File: src/hdl/btcl_pkg.sv
package btcl_pkg;

	// default iteration count of the angle unit
	localparam int unsigned CORDIC_STEPS_DEFAULT = 24;

	// vertex queue between front and back
	localparam int unsigned QDEPTH = 2;
	localparam int unsigned QAW = $clog2(QDEPTH);

	// register indexes of the configuration port
	localparam logic [1:0] REG_MIN_LENGTH = 2'd0;
	localparam logic [1:0] REG_DEGEN_LIMIT = 2'd1;

	// fixed point constants
	localparam logic signed [33:0] HALF_PI_Q30 = 34'sd1686629713;
	localparam logic signed [33:0] PI_Q30 = 34'sd3373259426;
	localparam logic signed [32:0] DEG_PER_RAD_Q24 = 33'sd961263669;
	localparam logic [23:0] DEG180_Q16 = 24'd11796480;
	localparam logic [30:0] ONE_Q30 = 31'h4000_0000;

	// one vertex as it waits in the queue
	typedef struct packed {
		logic signed [31:0] ix;
		logic signed [31:0] iy;
		logic signed [31:0] ox;
		logic signed [31:0] oy;
		logic bypass;
		logic clear;
	} item_t;

	// back end sequencer
	typedef enum logic [4:0] {
		ST_IDLE,
		ST_ISQ0, ST_ISQ1, ST_ISQ2, ST_IRT,
		ST_OSQ0, ST_OSQ1, ST_OSQ2, ST_ORT,
		ST_DVS, ST_DVW,
		ST_DOT0, ST_DOT1, ST_DOT2,
		ST_CSQ0, ST_CSQ1, ST_CSW,
		ST_CRI, ST_CRS,
		ST_DEG0, ST_DEG1,
		ST_DL0, ST_DL1, ST_DL2, ST_DLW,
		ST_SC0, ST_SC1, ST_SC2, ST_SC3, ST_SC4,
		ST_FIN
	} back_state_t;

	// arctangent of 2^-i, radians Q2.30
	function automatic logic [29:0] atan_q30(input logic [4:0] i);
		logic [29:0] v;
		case (i)
			5'd0: v = 30'h3243F6A8;
			5'd1: v = 30'h1DAC6705;
			5'd2: v = 30'h0FADBAFC;
			5'd3: v = 30'h07F56EA6;
			5'd4: v = 30'h03FEAB76;
			5'd5: v = 30'h01FFD55B;
			5'd6: v = 30'h00FFFAAA;
			5'd7: v = 30'h007FFF55;
			5'd8: v = 30'h003FFFEA;
			5'd9: v = 30'h001FFFFD;
			5'd10: v = 30'h000FFFFF;
			5'd11: v = 30'h0007FFFF;
			5'd12: v = 30'h0003FFFF;
			5'd13: v = 30'h0001FFFF;
			5'd14: v = 30'h0000FFFF;
			5'd15: v = 30'h00007FFF;
			5'd16: v = 30'h00003FFF;
			5'd17: v = 30'h00001FFF;
			5'd18: v = 30'h00000FFF;
			5'd19: v = 30'h000007FF;
			5'd20: v = 30'h000003FF;
			5'd21: v = 30'h000001FF;
			5'd22: v = 30'h000000FF;
			5'd23: v = 30'h0000007F;
			5'd24: v = 30'h0000003F;
			5'd25: v = 30'h0000001F;
			5'd26: v = 30'h0000000F;
			5'd27: v = 30'h00000008;
			5'd28: v = 30'h00000004;
			5'd29: v = 30'h00000002;
			5'd30: v = 30'h00000001;
			default: v = 30'h00000000;
		endcase
		return v;
	endfunction

endpackage

File: src/hdl/btcl_front.sv
module btcl_front (
	input logic clk,
	input logic arst_n,
	input logic in_valid,
	output logic in_stall,
	input logic signed [31:0] in_tan_x,
	input logic signed [31:0] in_tan_y,
	input logic signed [31:0] out_tan_x,
	input logic signed [31:0] out_tan_y,
	input logic bypass,
	input logic clear_stats,
	output btcl_pkg::item_t q_item,
	output logic q_valid,
	input logic q_pop
);

	btcl_pkg::item_t fifo_q [btcl_pkg::QDEPTH];
	logic [btcl_pkg::QAW-1:0] wr_q, rd_q;
	logic [btcl_pkg::QAW:0] cnt_q;
	logic push;

	// accept while the queue has room
	assign in_stall = (cnt_q == (btcl_pkg::QAW+1)'(btcl_pkg::QDEPTH));
	assign push = in_valid && !in_stall;
	assign q_valid = (cnt_q != '0);
	assign q_item = fifo_q[rd_q];

	// queue storage
	always_ff @(posedge clk) begin
		if (push) begin
			fifo_q[wr_q] <= '{ix: in_tan_x, iy: in_tan_y, ox: out_tan_x, oy: out_tan_y,
				bypass: bypass, clear: clear_stats};
		end
	end

	// queue pointers
	always_ff @(posedge clk or negedge arst_n) begin
		if (!arst_n) begin
			wr_q <= '0;
			rd_q <= '0;
			cnt_q <= '0;
		end else begin
			if (push) wr_q <= wr_q + 1'b1;
			if (q_pop) rd_q <= rd_q + 1'b1;
			case ({push, q_pop})
				2'b10: cnt_q <= cnt_q + 1'b1;
				2'b01: cnt_q <= cnt_q - 1'b1;
				default: cnt_q <= cnt_q;
			endcase
		end
	end

endmodule

File: config.mk
export PLATFORM = sky130hd
export DESIGN_NAME = btcl_front
export DESIGN_NICKNAME = d
export VERILOG_FILES = /design/src/hdl/btcl_pkg.sv /design/src/hdl/btcl_front.sv
export SDC_FILE = /design/constraint.sdc
export NUM_CORES = 1
export LEC_CHECK = 0
export BUFFER_PORTS_ARGS = -buffer_cell sky130_fd_sc_hd__buf_2
export CAP_MARGIN = 20
export CORE_MARGIN = 4
export CORE_UTILIZATION = 55
export CTS_BUF_LIST = sky130_fd_sc_hd__clkbuf_8
export DETAILED_ROUTE_END_ITERATION = 6
export PLACE_DENSITY = 0.83
export SYNTH_ARGS = -nofsm -noshare
export SYNTH_HDL_FRONTEND = slang
export SYNTH_SLANG_ARGS = --single-unit
File: constraint.sdc
create_clock -name clk -period 14.1 [get_ports clk]
set_clock_uncertainty 0.1 [all_clocks]
set_input_delay 2.115 -clock clk [delete_from_list [all_inputs] [get_ports clk]]
set_output_delay 2.115 -clock clk [all_outputs]
set_load 0.02 [all_outputs]
==> results.py, run 1 <==
metrics = {
    "final_layout": {
        "nets": 856,
        "drive_gt1_share_pct": 61.2,
        "area_growth_pct": 22.6,
        "stdcell_count": 970,
        "fin_area_mm2": 0.0122,
        "n_antenna_cell": 0,
        "finalCoreUtilization_pct": 69.5,
    },
    "power": {
        "share_seq_of_total_power_pct": 44.0,
        "cellPowerDensity_mw_per_mm2": 215,
        "combPwrFrac_pct": 34.4,
        "vdd_drop_max_uv": 189,
        "power.total_mw": 2.62,
        "sw_frac_of_total_pct": 32.4,
        "p_clk_share_pct": 21.6,
        "cellLeakagePower_nw": 4.90,
        "power.internal_mw": 1.77,
        "p_sw_mw": 0.849,
    },
    "clock_tree": {
        "cts-htree-levels": 2,
        "cts_resized": 0,
        "insertion_delay_ps": 510,
        "cts_buffers": 42,
        "clock_path_buffers": 3,
        "cts_sinks": 264,
        "cts_setup_buffers": 0,
        "holdBufCountCts": 0,
        "path_clk_slew_ps": 50,
        "cts_tree": "done",
        "clockRootBuffer": "clkbuf_8",
    },
    "floorplan": {
        "die-area_mm2": 0.0203,
        "ios": 266,
        "die_x_um": 142,
        "core_area_mm2": 0.0175,
        "rows": 48,
        "initial_core_util_pct": 56.7,
        "die_h_um": 142,
    },
    "logic_synthesis": {
        "synth_ff_type": "edfxtp_1",
        "synth_area_mm2": 0.00995,
        "yosysSeqAreaShare_pct": 79.5,
        "synth_edf_count": 260,
        "yosysTopAreaCellShare_pct": 78.5,
        "yosys-top-cells-count": "edfxtp_1, mux2_4, mux2_2, buf_6",
        "synth_nets": 557,
        "synth_cells": 422,
        "synthArstFlopShare_pct": 1.52,
        "yosysWarnings": 0,
        "ys_ff_latch": 264,
        "synthTopCellsByArea": "edfxtp_1, mux2_4, mux2_2",
        "post-synth-top-count-cell": "edfxtp_1",
        "avgSynthCellArea_um2": 23.6,
        "ys_types": 16,
        "synth_top_cell_by_area": "edfxtp_1",
    },
    "sta": {
        "worstMarginPinSlew_ps": 987,
        "period_share_pct": 40.0,
        "setup_viol": 0,
        "final-max-slew-violation-count": 0,
        "finalCriticalPeriod_ps": 5640,
        "clock.fmax_ghz": 0.177,
        "hold_viol": 0,
        "hold_ws_ps": 404,
        "final.setup.tns_ps": 0,
        "rsz0062_at_grt": "no",
        "maxSlewHeadroom_pct": 34.2,
        "setup_ws_ps": 8460,
    },
    "global_routing": {
        "grt_use_total_pct": 17.2,
        "grt_max_degree": 75,
        "grt_pass1_wl_um": 27200,
        "grt-ovfl-total": 0,
        "antenna_found_initial": 1,
        "grt_pass1_vias": 5282,
    },
    "critical_path": {
        "critPathMaxStageDelay_ps": 940,
        "crit_arrival_ps": 3420,
        "critPathBufInv": 3,
        "cpMaxStageDelayCell": "dfrtp_4",
        "cp-start-kind": "flop",
        "path_class": "flop to output port",
        "cp_max_fo": 53,
        "cp_cell_sequence": "buf_4 -> buf_4 -> mux2_4 -> buf_2",
        "cp.required_ps": 11890,
        "cp-end-kind": "output port",
        "worst_path_most_repeated_cell": "buf_4",
        "cpLargestDelayFamily": "buffers and inverters",
    },
    "detailed_routing": {
        "via_count": 4926,
        "drt-total-wl_um": 18300,
        "wl_per_cell_um": 18.8,
        "post-route-drc-count": 0,
        "first_iter_violations": 279,
        "antenna_left": 0,
        "drtPass1Iterations": 4,
        "via_per_inst": 5.08,
    },
    "placement": {
        "dpl_worst_slack_ps": 8940,
        "dp.final_hpwl_um": 12400,
        "gp_congestion": 0.759,
        "place_area_mm2": 0.0115,
        "io_buffers": 265,
        "dp_cells": 902,
    },
    "hold_path": {
        "hold_path.class": "flop to flop",
    },
    "run": {
        "cap_violations": 0,
    },
    "run_status": {
        "status": "finished, final reports clean",
    },
}
==> layout make-up <==
class / count / area, um^2
Clock buffer: 44 / 606
Clock inverter: 24 / 130
Fill cell: 1108 / 5340
Inverter: 1 / 3.75
Multi-Input combinational cell: 142 / 1900
Sequential cell: 264 / 7910
Tap cell: 225 / 282
Timing Repair Buffer: 270 / 1360
==> final timing paths <==
path | start | endpoint | slack (ps) | cells after the start
max in group asynchronous | arst_n | rd_q$_DFFE_PN0P_ | 12470 | 1
min | cnt_q[1]$_DFFE_PN0P_ | cnt_q[1]$_DFFE_PN0P_ | 400 | 1
max | rd_q$_DFFE_PN0P_ | q_item[30] | 8460 | 4
max reg2reg | cnt_q[0]$_DFFE_PN0P_ | fifo_q[0][70]$_DFFE_PP_ | 11230 | 5
min reg2reg | cnt_q[1]$_DFFE_PN0P_ | cnt_q[1]$_DFFE_PN0P_ | 400 | 1
min in group asynchronous | arst_n | cnt_q[0]$_DFFE_PN0P_ | 1290 | 1
==> routing by layer <==
metal,track usage [%],wire [um],vias to the layer above
met2,29.1,9320,235
met5,0,7,-
li1,-,-,2276
met3,5.54,1710,36
met1,21.0,6880,2377
met4,5.70,349,2
==> state kept, by name, indices dropped and copies added, names as in the netlist <==
| name | flops |
|---|---|
| cnt_q | 2 |
| rd_q | 1 |
| wr_q | 1 |
| fifo_q | 260 |
==> power groups by stage <==
stage	registers, mW	clock network, mW	logic [mW]
after detailed placement	1.17	0	0.914
final	1.15	0.567	0.902
after global routing	1.17	0.630	0.952
after global placement	1.16	0	0.898
after floorplan	1.15	0	0.710
after CTS	1.16	0.588	0.919
==> cell usage in the layout (no fill, tap or decap), drive strengths merged <==
master | Yosys | routed
nor2 | 2 | 2
and3 | 1 | 1
bufinv | 0 | 1
xor2 | 2 | 2
dfrtp | 4 | 4
nand2 | 1 | 1
nand2b | 1 | 1
clkinvlp | 0 | 2
ha | 1 | 1
or2 | 1 | 1
edfxtp | 260 | 260
xnor2 | 3 | 3
clkinv | 0 | 7
clkbuf | 0 | 44
mux2 | 130 | 130
inv | 1 | 15
buf | 15 | 270
==> cell families (layout without fill, tap and decap cells) <==
kind of cell / Yosys count / in the layout / share of synthesized area, %
and+or+nand+nor: 6 / 6 / 0.302
adders and majority gates: 1 / 1 / 0.126
DFF: 264 / 264 / 79.5
muxes: 130 / 130 / 18.1
buffers and inverters: 16 / 339 / 1.52
xor gates and xnor gates: 5 / 5 / 0.440
(Power assumes the default switching activity.)
==> run 2, diff against run 1 <==
Settings changed: CORE_UTILIZATION 55 to 49, PLACE_DENSITY 0.83 to 0.78.
Clock period 14.1 ns to 4.8 ns, I/O delays scaled along.
==> run 2 against run 1 <==
Net effect: first-iteration DRC count shrank 7.9%; count of clock-buffer cells in the layout shrank 3; flip-flop and latch count is the same; cell count grew 3.7%; combinational power grew to 3.0 times the previous value; sequential power grew to 2.9 times the previous value; final area grew 0.18%; critical endpoint is now q_item[43]; largest cell class unchanged; largest power group unchanged.
==> results.py, run 2 (synthesis gave the netlist of run 1 again) <==
metrics = {
    "run_status": {
        "status": "finished, final reports clean",
    },
    "placement": {
        "dp.final_hpwl_um": 12500,
        "io_buffers": 265,
        "gp_congestion": 0.819,
        "dpl_worst_slack_ps": 2220,
    },
    "floorplan": {
        "die_h_um": 150,
        "ios": 266,
        "die_x_um": 150,
        "initial_core_util_pct": 50.4,
        "die-area_mm2": 0.0226,
        "rows": 51,
        "core_area_mm2": 0.0197,
    },
    "hold_path": {
        "hold_path_depth": 1,
        "min_from": "in_tan_x[17]",
        "hold_path.class": "input port to flop",
        "hold-path-endpoint": "fifo_q[0][115]$_DFFE_PP_",
    },
    "global_routing": {
        "grt_pass1_vias": 5363,
        "grt_pass1_wl_um": 27800,
        "grt_use_total_pct": 15.9,
        "antenna_found_initial": 3,
        "grt-ovfl-total": 0,
        "grt_max_degree": 80,
    },
    "detailed_routing": {
        "wl_per_cell_um": 18.5,
        "via_per_inst": 4.91,
        "via_count": 4940,
        "drtPass1Iterations": 4,
        "m1WireLength_um": 7050,
        "highest_layer": "met5",
        "dr_wl_met3_um": 1880,
        "drt-total-wl_um": 18600,
        "antenna_left": 0,
        "first_iter_violations": 257,
        "post-route-drc-count": 0,
        "wl_met2_um": 9240,
    },
    "sta": {
        "final-max-slew-violation-count": 0,
        "setup_ws_ps": 1710,
        "finalCriticalPeriod_ps": 3090,
        "period_share_pct": 64.4,
        "setup_viol": 0,
        "worstMarginPinSlew_ps": 1050,
        "maxSlewHeadroom_pct": 29.9,
        "hold_viol": 0,
        "rsz0062_at_grt": "no",
        "final.setup.tns_ps": 0,
        "clock.fmax_ghz": 0.323,
    },
    "final_layout": {
        "largest_reg_flops": 260,
        "area_growth_pct": 22.8,
        "most-common-layout-cells": "buf_2, edfxtp_1, mux2_4, clkbuf_8, mux2_2",
        "regMostFlops": "fifo_q",
        "fillers": 1391,
        "final_common_cell": "buf_2",
        "reg_top3": "fifo_q x260, cnt_q x2",
        "nets": 856,
        "drive_gt1_share_pct": 60.4,
    },
    "clock_tree": {
        "clock_path_buffers": 3,
        "cts_buffers": 41,
        "cts_resized": 0,
        "clockRootBuffer": "clkbuf_8",
        "path_clk_slew_ps": 60,
        "holdBufCountCts": 1,
        "cts_tree": "done",
        "cts-htree-levels": 2,
        "cts_sinks": 264,
        "insertion_delay_ps": 520,
        "cts_setup_buffers": 0,
    },
    "power": {
        "cellPowerDensity_mw_per_mm2": 626,
        "cellLeakagePower_nw": 4.87,
        "power.total_mw": 7.65,
        "vdd_drop_max_uv": 362,
    },
    "critical_path": {
        "cpMaxStageDelayCell": "dfrtp_4",
        "critPathMaxStageDelay_ps": 640,
        "cp.required_ps": 3980,
        "timing.rr.start": "cnt_q[0]$_DFFE_PN0P_",
        "cp_cell_sequence": "buf_12 -> mux2_4 -> buf_2",
        "cp-end-kind": "output port",
        "r2r_end": "fifo_q[1][93]$_DFFE_PP_",
        "cp_max_fo": 77,
        "path_class": "flop to output port",
        "r2r_slack_ps": 2490,
        "cp-start-kind": "flop",
        "reg2reg_depth": 3,
        "crit_arrival_ps": 2270,
    },
    "run": {
        "cap_violations": 0,
    },
}
run 2: worst max-delay path by stage:
| stage | startpoint | endpoint | slack, ps | depth (start not counted) |
|---|---|---|---|---|
| 2_1_floorplan | in_valid | fifo_q[0][0]$_DFFE_PP_ | 60 | 2 |
| 4_1_cts | rd_q$_DFFE_PN0P_ | q_item[111] | 1640 | 3 |
| 3_3_place_gp | rd_q$_DFFE_PN0P_ | q_item[111] | 2250 | 3 |
| 3_5_place_dp | rd_q$_DFFE_PN0P_ | q_item[111] | 2220 | 3 |
| 6_report | rd_q$_DFFE_PN0P_ | q_item[43] | 1710 | 3 |
| 5_1_grt | rd_q$_DFFE_PN0P_ | q_item[111] | 1580 | 3 |
run 2: final cells by class:
cell class                      count  area, um^2  share of cell area (%)
Clock inverter                     21         106                   0.870
Clock buffer                       41         564                    4.62
Tap cell                          265         332                    2.71
Multi-Input combinational cell    142        1900                    15.6
Sequential cell                   264        7910                    64.7
Antenna cell                        1        2.50                  0.0205
Timing Repair Buffer              271        1400                    11.4
Inverter                            1        3.75                  0.0307
run 2: metal layers:
| metal | GRT usage, % | up-vias |
|---|---|---|
| met5 | 0 | - |
| met2 | 26.5 | 228 |
| met1 | 18.4 | 2385 |
| met4 | 6.36 | 4 |
| li1 | - | 2278 |
| met3 | 6.32 | 45 |
run 2: through the flow:
step / cells / hold WS, ps / utilization, % / area, um^2
final: 1006 / 288 / 62.0 / 12200
after global routing: 1006 / 251 / 62.0 / 12200
after CTS: 1005 / 251 / 62.0 / 12200
after detailed placement: 942 / 398 / 58.5 / 11500
after global placement: 942 / 371 / 58.5 / 11500
after floorplan: 422 / 324 / - / 9950
run 2: worst max-delay path: cells and delay by family, from the launching register on:
kind,cells,cell delay [ps]
flops,1,640
buf+inv,2,620
mux,1,350
run 2: power by group:
part	switching, mW	internal (mW)	total (mW)
Combinational	1.57	1.16	2.73
Clock	0.757	0.833	1.59
Sequential	0.167	3.16	3.33
Total	2.50	5.15	7.65
